File: src/assert_macros.svh
// Assertion helper macros shared by the RTL
`ifndef ASSERT_MACROS_SVH
`define ASSERT_MACROS_SVH

// Property that must hold at every clock edge outside reset
`define ASSERT_ALWAYS(label, clk, rst, prop, msg) \
   label: assert property (@(posedge clk) disable iff (rst) (prop)) else $error(msg);

// Implication whose consequent is checked in the next cycle
`define ASSERT_NEXT(label, clk, rst, ante, cons, msg) \
   label: assert property (@(posedge clk) disable iff (rst) (ante) |=> (cons)) else $error(msg);

`endif

File: src/fxfc_pkg.sv
// ----------------------------------------------------------------------------
// fxfc_pkg
// Types and constants for the s15.16 fixed / single precision converter.
// ----------------------------------------------------------------------------
package fxfc_pkg;

   localparam int unsigned FracBits = 16;

   typedef enum logic {
      CMD_FIX_TO_FLT = 1'b0,
      CMD_FLT_TO_FIX = 1'b1
   } cmd_type;

   typedef struct packed {
      cmd_type     command;
      logic [31:0] operand;
   } req_type;

   typedef struct packed {
      logic [31:0] result;
      logic        saturated;
   } rsp_type;

   localparam logic [31:0] FixMaxPos = 32'h7FFF_FFFF;
   localparam logic [31:0] FixMaxNeg = 32'h8000_0000;

endpackage

File: src/fxfc_stream_if.sv
// ----------------------------------------------------------------------------
// fxfc_stream_if
// Valid/ready channel carrying one payload of a given type.
// ----------------------------------------------------------------------------
interface fxfc_stream_if #(
   parameter type payload_type = logic
);
   logic        valid;
   logic        ready;
   payload_type data;

   modport source (output valid, output data, input ready);
   modport sink (input valid, input data, output ready);
endinterface

File: src/fixed16_float32_converter_core.sv
// ----------------------------------------------------------------------------
// fixed16_float32_converter_core
// Signed 16.16 fixed point <-> IEEE 754 single precision converter.
// ----------------------------------------------------------------------------
// The request is captured in an input register, converted by combinational
// logic (leading-one search, shift, round to nearest even, or shift, truncate
// and saturate) and held in a result register. A stalled result does not
// block intake while the input register is free, so the throughput is one
// request per clock while the response side takes them. Float-to-fixed
// saturates out-of-range values and gives zero for NaN; saturated marks both.
`include "assert_macros.svh"

module fixed16_float32_converter_core (
   input logic clock,
   input logic reset,
   fxfc_stream_if.sink   req,
   fxfc_stream_if.source rsp
);
   import fxfc_pkg::*;

   logic    in_vld_ff, in_vld_in;
   req_type in_ff, in_in;
   logic    out_vld_ff, out_vld_in;
   rsp_type out_ff, out_in;
   logic    adv;
   rsp_type conv;

   // result register takes a new value when empty or being drained
   assign adv       = !out_vld_ff || rsp.ready;
   assign req.ready = !in_vld_ff || adv;
   assign rsp.valid = out_vld_ff;
   assign rsp.data  = out_ff;

   always_comb begin
      in_vld_in  = in_vld_ff;
      in_in      = in_ff;
      out_vld_in = out_vld_ff;
      out_in     = out_ff;
      if (adv) begin
         out_vld_in = in_vld_ff;
         out_in     = conv;
         in_vld_in  = 1'b0;
      end
      if (req.valid && req.ready) begin
         in_vld_in = 1'b1;
         in_in     = req.data;
      end
   end

   always_ff @(posedge clock) begin
      in_ff  <= in_in;
      out_ff <= out_in;
      if (reset) begin
         in_vld_ff  <= 1'b0;
         out_vld_ff <= 1'b0;
      end else begin
         in_vld_ff  <= in_vld_in;
         out_vld_ff <= out_vld_in;
      end
   end

   // fixed to float
   logic        f_neg;
   logic [31:0] f_mag;
   logic [4:0]  f_top;
   logic [31:0] f_norm;
   logic [23:0] f_kept;
   logic        f_grd, f_stk, f_up;
   logic [24:0] f_mant;
   logic [31:0] f_res;

   always_comb begin
      f_neg = in_ff.operand[31];
      f_mag = f_neg ? (32'd0 - in_ff.operand) : in_ff.operand;
      f_top = 5'd0;
      for (int b = 0; b < 32; b++) begin
         if (f_mag[b]) f_top = 5'(b);
      end
      f_norm = f_mag << (5'd31 - f_top);
      f_kept = f_norm[31:8];
      f_grd  = f_norm[7];
      f_stk  = |f_norm[6:0];
      f_up   = f_grd && (f_stk || f_kept[0]);
      f_mant = {1'b0, f_kept} + {24'd0, f_up};
      if (f_mag == 32'd0) begin
         f_res = 32'd0;
      end else begin
         // exponent field = top + 127 - 16; mantissa carry spills into it
         f_res = {f_neg, 31'd0}
               + ({24'd0, 3'd0, f_top} + 32'd110 << 23)
               + {7'd0, f_mant};
      end
   end

   // float to fixed
   logic        g_neg, g_nan, g_big;
   logic [7:0]  g_ex;
   logic [23:0] g_m;
   logic [8:0]  g_exe;
   logic [32:0] g_mag;
   logic [31:0] g_res;
   logic        g_sat;

   always_comb begin
      g_neg = in_ff.operand[31];
      g_ex  = in_ff.operand[30:23];
      g_nan = (g_ex == 8'hFF) && (in_ff.operand[22:0] != 23'd0);
      g_m   = (g_ex == 8'd0) ? {1'b0, in_ff.operand[22:0]} : {1'b1, in_ff.operand[22:0]};
      g_exe = (g_ex == 8'd0) ? 9'd1 : {1'b0, g_ex};
      g_big = g_exe > 9'd142;
      g_mag = 33'd0;
      if (g_exe >= 9'd134) begin
         g_mag = {9'd0, g_m} << (g_exe - 9'd134);
      end else if (g_exe > 9'd102) begin
         g_mag = {9'd0, g_m >> (9'd134 - g_exe)};
      end
      g_sat = 1'b0;
      if (g_nan) begin
         g_res = 32'd0;
         g_sat = 1'b1;
      end else if (!g_neg) begin
         if (g_big || g_mag > {1'b0, FixMaxPos}) begin
            g_res = FixMaxPos;
            g_sat = 1'b1;
         end else begin
            g_res = g_mag[31:0];
         end
      end else if (g_big || g_mag > {1'b0, FixMaxNeg}) begin
         g_res = FixMaxNeg;
         g_sat = 1'b1;
      end else begin
         g_res = 32'd0 - g_mag[31:0];
      end
   end

   always_comb begin
      case (in_ff.command)
         CMD_FIX_TO_FLT: conv = '{result: f_res, saturated: 1'b0};
         default:        conv = '{result: g_res, saturated: g_sat};
      endcase
   end

   `ASSERT_NEXT(a_rsp_hold, clock, reset, rsp.valid && !rsp.ready, rsp.valid && $stable(rsp.data), "response changed while stalled")
   `ASSERT_ALWAYS(a_no_drop, clock, reset, !(in_vld_ff && !req.ready && !out_vld_ff), "input held with empty output")
   `ASSERT_ALWAYS(a_sat_mode, clock, reset, !(rsp.valid && rsp.data.saturated) || rsp.data.result == 32'd0 || rsp.data.result == FixMaxPos || rsp.data.result == FixMaxNeg, "saturated with non-limit result")

endmodule

File: src/flat_wrapper.sv
// flat-port wrapper written by rule: the top's interface ports become plain ports
module fixed16_float32_converter_core_flat import fxfc_pkg::*;
  (clock, reset, req_valid, req_data, req_ready, rsp_valid, rsp_data, rsp_ready);
  fxfc_stream_if #(.payload_type(req_type)) req_i ();
  fxfc_stream_if #(.payload_type(rsp_type)) rsp_i ();
  input logic clock;
  input logic reset;
  input wire logic [$bits(req_i.valid)-1:0] req_valid;
  input wire logic [$bits(req_i.data)-1:0] req_data;
  output wire logic [$bits(req_i.ready)-1:0] req_ready;
  output wire logic [$bits(rsp_i.valid)-1:0] rsp_valid;
  output wire logic [$bits(rsp_i.data)-1:0] rsp_data;
  input wire logic [$bits(rsp_i.ready)-1:0] rsp_ready;
  assign req_i.valid = req_valid;
  assign req_i.data = req_data;
  assign req_ready = req_i.ready;
  assign rsp_valid = rsp_i.valid;
  assign rsp_data = rsp_i.data;
  assign rsp_i.ready = rsp_ready;
  fixed16_float32_converter_core u_core (.clock(clock), .reset(reset), .req(req_i), .rsp(rsp_i));
endmodule
File: config.mk
export PLATFORM = sky130hd
export DESIGN_NAME = fixed16_float32_converter_core_flat
export DESIGN_NICKNAME = d
export VERILOG_FILES = /design/src/fxfc_pkg.sv /design/src/fxfc_stream_if.sv /design/src/fixed16_float32_converter_core.sv /design/src/flat_wrapper.sv
export VERILOG_INCLUDE_DIRS = /design/src /design/src/src
export SDC_FILE = /design/constraint.sdc
export NUM_CORES = 1
export LEC_CHECK = 0
export BUFFER_PORTS_ARGS = -buffer_cell sky130_fd_sc_hd__buf_4
export CORE_UTILIZATION = 35
export CTS_CLUSTER_SIZE = 10
export DETAILED_ROUTE_END_ITERATION = 8
export PLACE_DENSITY = 0.48
export SYNTH_ARGS = -nofsm -noshare
export SYNTH_HDL_FRONTEND = slang
export SYNTH_SLANG_ARGS = --single-unit
File: constraint.sdc
create_clock -name clock -period 7 [get_ports clock]
set_input_delay 1.05 -clock clock [delete_from_list [all_inputs] [get_ports clock]]
set_output_delay 1.05 -clock clock [all_outputs]
set_load 0.01 [all_outputs]
==> results.sh, run 1 <==
export IMPL_postLayoutCellArea_um2=13770
export IMPL_via_count=14625
export IMPL_clkSlewWorstSetupHoldPaths_ns=0.06
export IMPL_crit_path_start_kind="flip-flop"
export IMPL_ys_seq_elements=68
export IMPL_yosysUniqueCellTypes=105
export IMPL_tns_ns=0
export IMPL_fmax_ghz=0.1504
export IMPL_dieArea_um2=35420
export IMPL_p_total_mw=2.324
export IMPL_syn_avg_cell_area_um2=7.345
export IMPL_track_usage_pct=31.85
export IMPL_cts_resized=0
export IMPL_dp_hpwl_um=45140
export IMPL_power_density_nw_per_um2=168.7
export IMPL_arrival_ns=6.75
export IMPL_fill_cells=3551
export IMPL_place_congestion=0.9635
export IMPL_finalCriticalPeriod_ns=6.647
export IMPL_synthCells=1652
export IMPL_htreeDepth=3
export IMPL_num_rows=67
export IMPL_peakVddDrop_uv=132.8
export IMPL_grt_first_pass_wirelength_um=86150
export IMPL_min_path_type="reg2reg"
export IMPL_hold_depth=2
export IMPL_cts_num_sinks=68
export IMPL_routedWlPerCell_um=26.77
export IMPL_synth_edf_count=66
export IMPL_p_int_mw=1.267
export IMPL_synthArstFlopShare_pct=0
export IMPL_final_setup_viol_count=0
export IMPL_finalMaxSlewViolations=0
export IMPL_seq_power_share_pct=24.0
export IMPL_timing_slew_headroom_pct=18.84
export IMPL_switching_share_pct=45.49
export IMPL_hold_viol_final=0
export IMPL_grt_max_degree=60
export IMPL_required_ns=7.10
export IMPL_regArea_um2=2022
export IMPL_comb_power_share_pct=56.4
export IMPL_hold_slack_ns=0.5118
export IMPL_areaGrowthSynthToFinish_pct=13.52
export IMPL_fp_dieW_um=188.2
export IMPL_drc=0
export IMPL_pwr_share_clk_pct=19.7
export IMPL_antenna_found_initial=0
export IMPL_hold_buffers=0
export IMPL_final_common_cell="buf_4"
export IMPL_initial_utilization_pct=35.92
export IMPL_timing_setup_critical_path_class="reg2reg"
export IMPL_postCtsSetupRepairBufs=0
export IMPL_yosysWarnings=0
export IMPL_finClkSkew_ns=0.01173
export IMPL_p_switching_mw=1.057
export IMPL_fin_nets=1748
export IMPL_mostFrequentLayoutCells="buf_4, nor2_1, nand2_1"
export IMPL_worstRegToRegCells=18
export IMPL_multi_input_area_um2=9371
export IMPL_cts_buffers=9
export IMPL_worstMarginPinSlew_ns=1.209
export IMPL_synth_flop_cell="edfxtp_1"
export IMPL_coreArea_um2=33780
export IMPL_die_y_um=188.2
export IMPL_postRouteWirelength_um=57710
export IMPL_leakagePower_nw=4.898
export IMPL_drt_initial_drc_count=2088
export IMPL_firstDrtPassIters=7
export IMPL_period_share_pct=94.95
export IMPL_status="finished, final reports clean"
export IMPL_grt_ovfl_total=0
export IMPL_grt_setup_unrepaired="false"
export IMPL_synthesis_nets=1697
export IMPL_critPathCaptureType="flip-flop"
export IMPL_path_max_fanout=22
export IMPL_insertion_delay_ns=0.35
export IMPL_max_cap_violations=0
export IMPL_drive_above_1_share_pct=16.92
export IMPL_cts_tree="done"
export IMPL_antenna_cells=0
export IMPL_io_pins=72
export IMPL_placed_area_um2=13480
export IMPL_clockBufferDepth=2
export IMPL_grt_pass1_vias=13165
export IMPL_ant_nets=0
export IMPL_port_buffer_count=71
export IMPL_synth_area_um2=12130
export IMPL_ys_seq_area_share_pct=16.66
export IMPL_drt_vias_per_instance=6.783
export IMPL_clockRootBuffer="clkbuf_16"
## state kept, by name, indices dropped and copies added (netlist names)
signal and flops:
u_core.in_ff 24, u_core.rsp.valid 1, u_core.g_ex 8, u_core.f_neg 1, u_core.rsp.data 33, u_core.in_vld_ff 1
## final timing paths
kind,start,end,slack (ns)
worst min register to register,u_core.in_vld_ff,u_core.rsp.valid,0.51
worst min-delay path,u_core.in_vld_ff,u_core.rsp.valid,0.51
worst max register to register,u_core.in_ff[1],u_core.rsp.data[24],0.35
worst max-delay path,u_core.in_ff[1],u_core.rsp.data[24],0.35
## worst max-delay path, stage by stage, from the launching register on
cell and delay [ns]:
edfxtp_1 0.39, inv_1 0.20, ha_1 0.26, or4b_2 0.67, o41ai_1 0.62, xnor2_1 0.30, nor2_1 0.08, o211ai_1 0.10
or4b_1 0.61, a31oi_4 0.36, inv_2 0.26, o41a_1 0.49, o21ai_2 0.14, mux2i_2 0.17, a22oi_1 0.38, nand4bb_2 0.25
and4bb_1 0.54, nand4_2 0.18, a311o_1 0.39
## cells in the mapped netlist, types with 10 or more instances
library cell / number / area, um2
a2111oi_0: 12 / 105.1
a211oi_1: 37 / 277.8
a21o_1: 11 / 82.58
a21oi_1: 103 / 515.5
a221o_1: 11 / 110.1
a221oi_1: 11 / 96.34
a22o_1: 12 / 105.1
a22oi_1: 10 / 75.07
a31oi_1: 17 / 106.4
a32oi_1: 11 / 96.34
and2_1: 22 / 137.6
and3_1: 14 / 87.58
buf_1: 11 / 41.29
buf_2: 17 / 85.08
clkbuf_1: 104 / 390.4
edfxtp_1: 66 / 1982
inv_1: 36 / 135.1
mux2_2: 14 / 157.7
mux2i_1: 39 / 390.4
mux4_2: 15 / 337.8
nand2_1: 138 / 518.0
nand2b_1: 18 / 112.6
nand3_1: 65 / 325.3
nand4_1: 27 / 168.9
nor2_1: 142 / 533.0
nor2b_1: 12 / 75.07
nor3_1: 83 / 415.4
nor4_1: 30 / 187.7
o2111ai_1: 11 / 96.34
o211ai_1: 32 / 240.2
o21ai_0: 105 / 525.5
o221ai_1: 15 / 131.4
o22ai_1: 24 / 150.1
o311ai_0: 20 / 175.2
o31ai_1: 25 / 187.7
o32ai_1: 10 / 87.58
or2_2: 15 / 93.84
or3_1: 19 / 118.9
or4_1: 11 / 82.58
xnor2_1: 64 / 560.5
xor2_1: 26 / 227.7
## final cells by class
cell class | instances | area share, %
Inverter | 43 | 1.172
Clock inverter | 7 | 0.4905
Clock buffer | 9 | 1.635
Tap cell | 448 | 4.069
Timing Repair Buffer | 182 | 9.919
Sequential cell | 68 | 14.68
Multi-Input combinational cell | 1399 | 68.04
## power groups by stage
| stage | logic [mW] | registers (mW) | clock network, mW |
|---|---|---|---|
| after global placement | 1.28 | 0.566 | 0 |
| final | 1.31 | 0.557 | 0.457 |
| after detailed placement | 1.27 | 0.565 | 0 |
| after CTS | 1.28 | 0.557 | 0.470 |
| after floorplan | 0.804 | 0.570 | 0 |
| after global routing | 1.39 | 0.562 | 0.483 |
## layer usage
metal	wire length (um)	GRT usage, %
met4	2141	11.48
met2	25460	49.22
met3	4628	4.805
met1	25480	44.66
met5	0	0
## kinds of logic after synthesis
family | Yosys count | synth area share [%]
adders and majority gates | 8 | 0.8249
muxes | 69 | 7.414
DFF | 68 | 16.66
buffers and inverters | 185 | 6.269
xor gates and xnor gates | 90 | 6.496
AOI/OAI and AO/OA | 600 | 35.66
and+or+nand+nor | 632 | 26.68
## through the flow
stage / std cells / utilization (%) / setup WS, ns
5_1_grt: 2156 / 40.77 / 0.02461
3_3_place_gp: 2140 / 39.91 / 0.6256
3_5_place_dp: 2140 / 39.91 / 0.4904
2_1_floorplan: 1652 / - / 1.254
4_1_cts: 2156 / 40.77 / 0.4546
6_report: 2156 / 40.77 / 0.3532
Note: power is estimated with default switching activity, not from simulation.
==> run 2, diff against run 1 <==
--- a/config.mk
+++ b/config.mk
@@ -7,10 +7,12 @@
 export NUM_CORES = 1
 export LEC_CHECK = 0
 export BUFFER_PORTS_ARGS = -buffer_cell sky130_fd_sc_hd__buf_4
+export CELL_PAD_IN_SITES_DETAIL_PLACEMENT = 0
+export CELL_PAD_IN_SITES_GLOBAL_PLACEMENT = 2
 export CORE_UTILIZATION = 35
 export CTS_CLUSTER_SIZE = 10
 export DETAILED_ROUTE_END_ITERATION = 8
-export PLACE_DENSITY = 0.48
+export PLACE_DENSITY = 0.76
 export SYNTH_ARGS = -nofsm -noshare
 export SYNTH_HDL_FRONTEND = slang
 export SYNTH_SLANG_ARGS = --single-unit
==> run 2 against run 1 <==
  * The flow now finishes with violations (DRC)
  * Global-route usage rose by 0.98 points
  * Worst setup slack better by 0.0047 ns
  * Cell count is 0.88% higher
  * Critical path type unchanged
  * Combinational power about the same
  * Sequential power barely moved
  * Register-to-register slack is essentially flat
  * Hold slack lost 0.0097 ns
  * Utilization is 0.44 points higher
==> results.sh, run 2 (same netlist as run 1, synthesis figures left out) <==
export IMPL_reg2reg_slack_ns=0.36
export IMPL_mostFrequentLayoutCells="buf_4, nor2_1, nand2_1"
export IMPL_grt_setup_unrepaired="false"
export IMPL_drive_above_1_share_pct=17.95
export IMPL_via_count=14632
export IMPL_grt_max_degree=59
export IMPL_finalCriticalPeriod_ns=6.642
export IMPL_routedWlPerCell_um=27.46
export IMPL_pwr_share_clk_pct=19.2
export IMPL_grt_pass1_vias=13152
export IMPL_worstSetupPathDepth=17
export IMPL_grt_ovfl_total=0
export IMPL_path_max_fanout=14
export IMPL_hold_buffers=0
export IMPL_p_total_mw=2.330
export IMPL_comb_power_share_pct=56.9
export IMPL_place_congestion=0.9761
export IMPL_hold_path_end="u_core.rsp.valid"
export IMPL_worstRegToRegCells=17
export IMPL_postRouteWirelength_um=59720
export IMPL_final_util_pct=41.22
export IMPL_status="finished with violations"
export IMPL_route_met3_wl_um=4825
export IMPL_clockBufferDepth=2
export IMPL_period_share_pct=94.89
export IMPL_place_ws_ns=0.4202
export IMPL_tns_ns=0
export IMPL_timing_rr_end="u_core.rsp.data[25]"
export IMPL_coreArea_um2=33780
export IMPL_port_buffer_count=71
export IMPL_peakVddDrop_uv=119.6
export IMPL_required_ns=7.15
export IMPL_leakagePower_nw=4.992
export IMPL_arrival_ns=6.80
export IMPL_die_y_um=188.2
export IMPL_hold_start="u_core.in_vld_ff"
export IMPL_timing_rr_start="u_core.in_ff[7]"
export IMPL_timing_slew_headroom_pct=16.31
export IMPL_fin_nets=1768
export IMPL_min_path_type="reg2reg"
export IMPL_switching_share_pct=45.37
export IMPL_timing_setup_critical_path_class="reg2reg"
export IMPL_antenna_cells=0
export IMPL_max_stage_delay_ns=0.62
export IMPL_cts_buffers=9
export IMPL_ant_nets=0
export IMPL_critPathBufInv=1
export IMPL_power_density_nw_per_um2=167.3
export IMPL_critPathTopFamily="simple AND/OR/NAND/NOR gates"
export IMPL_clockRootBuffer="clkbuf_16"
export IMPL_fp_dieW_um=188.2
export IMPL_io_pins=72
export IMPL_drt_initial_drc_count=2008
export IMPL_drt_vias_per_instance=6.727
export IMPL_met1_length_um=26490
export IMPL_antenna_found_initial=0
export IMPL_finalMaxSlewViolations=0
export IMPL_cts_num_sinks=68
export IMPL_wl_met2_um=26520
export IMPL_dieArea_um2=35420
export IMPL_p_switching_mw=1.057
export IMPL_max_cap_violations=0
export IMPL_worstMarginPinSlew_ns=1.246
export IMPL_final_setup_viol_count=0
export IMPL_hold_viol_final=0
export IMPL_final_common_cell="buf_4"
export IMPL_crit_path_start_kind="flip-flop"
export IMPL_hold_depth=2
export IMPL_largest_reg_flops=33
export IMPL_crit_slowest_cell="edfxtp_1"
export IMPL_track_usage_pct=32.84
export IMPL_seq_power_share_pct=23.8
export IMPL_fin_ws_ns=0.3579
export IMPL_startpoint="u_core.in_ff[7]"
export IMPL_htreeDepth=3
export IMPL_grt_first_pass_wirelength_um=87840
export IMPL_fmax_ghz=0.1506
export IMPL_dp_hpwl_um=46930
export IMPL_violations="DRC"
export IMPL_firstDrtPassIters=8
export IMPL_highest_layer="met4"
export IMPL_num_rows=67
export IMPL_insertion_delay_ns=0.35
export IMPL_areaGrowthSynthToFinish_pct=14.76
export IMPL_clkSlewWorstSetupHoldPaths_ns=0.06
export IMPL_drc=2
export IMPL_critPathCaptureType="flip-flop"
export IMPL_initial_utilization_pct=35.92
export IMPL_p_int_mw=1.273
export IMPL_finClkSkew_ns=0.01227
export IMPL_crit_chain="buf_4, or4_1, nor2_1, nand4_1, o31ai_1, a2bb2oi_1, or3_1, nor2_1, nand2_1, a2111oi_0, nor3_1, nand4_1, nand3_2, nor3_4, nand4_2, or2_0, o311ai_1"
export IMPL_cts_tree="done"
run 2: worst max path at each step:
stage / endpoint / slack, ns
5_1_grt: u_core.rsp.data[26] / 0.004
6_report: u_core.rsp.data[25] / 0.36
3_5_place_dp: u_core.rsp.data[25] / 0.42
3_3_place_gp: u_core.rsp.data[26] / 0.47
2_1_floorplan: u_core.rsp.data[24] / 1.25
4_1_cts: u_core.rsp.data[25] / 0.39
run 2: final cells by class:
cell class / count / area [um2]
clock buffer: 10 / 229.0
clock inverter: 5 / 53.80
fill: 3628 / 19860
inverter: 43 / 161.4
multi-input combinational: 1399 / 9382
sequential: 68 / 2022
tap: 448 / 560.5
timing repair buffer: 202 / 1516
run 2: per-layer routing:
| layer | GRT usage [%] | up-vias |
|---|---|---|
| li1 | - | 6628 |
| met1 | 46.53 | 7078 |
| met2 | 51.46 | 828 |
| met3 | 4.507 | 98 |
| met4 | 9.725 | 0 |
| met5 | 0 | - |
run 2: what timing repair did:
item / in CTS / in global routing
setup buffers: 0 / 2
endpoints found under the setup margin: 0 / 9
resized for setup: 0 / 6
run 2: power groups by stage:
stage	clock network (mW)	registers (mW)	logic, mW
floorplan	0	0.570	0.804
global placement	0	0.563	1.29
detailed placement	0	0.563	1.29
CTS	0.457	0.555	1.29
global route	0.469	0.561	1.41
finish	0.448	0.555	1.33
run 2: through the flow:
| stage | std cells | area, um2 | hold WS, ns |
|---|---|---|---|
| global placement | 2158 | 13620 | 0.4800 |
| floorplan | 1652 | 12130 | 0.4631 |
| detailed placement | 2158 | 13620 | 0.4962 |
| global route | 2175 | 13920 | 0.5487 |
| finish | 2175 | 13920 | 0.5021 |
| CTS | 2173 | 13900 | 0.5050 |
run 2: worst reg2reg max path: stages, from the launching register on:
cell and delay [ns]:
edfxtp_1 0.62, buf_4 0.30, or4_1 0.55, nor2_1 0.38, nand4_1 0.22, o31ai_1 0.52, a2bb2oi_1 0.21, or3_1 0.57
nor2_1 0.44, nand2_1 0.33, a2111oi_0 0.45, nor3_1 0.16, nand4_1 0.33, nand3_2 0.16, nor3_4 0.39, nand4_2 0.24
or2_0 0.28, o311ai_1 0.29
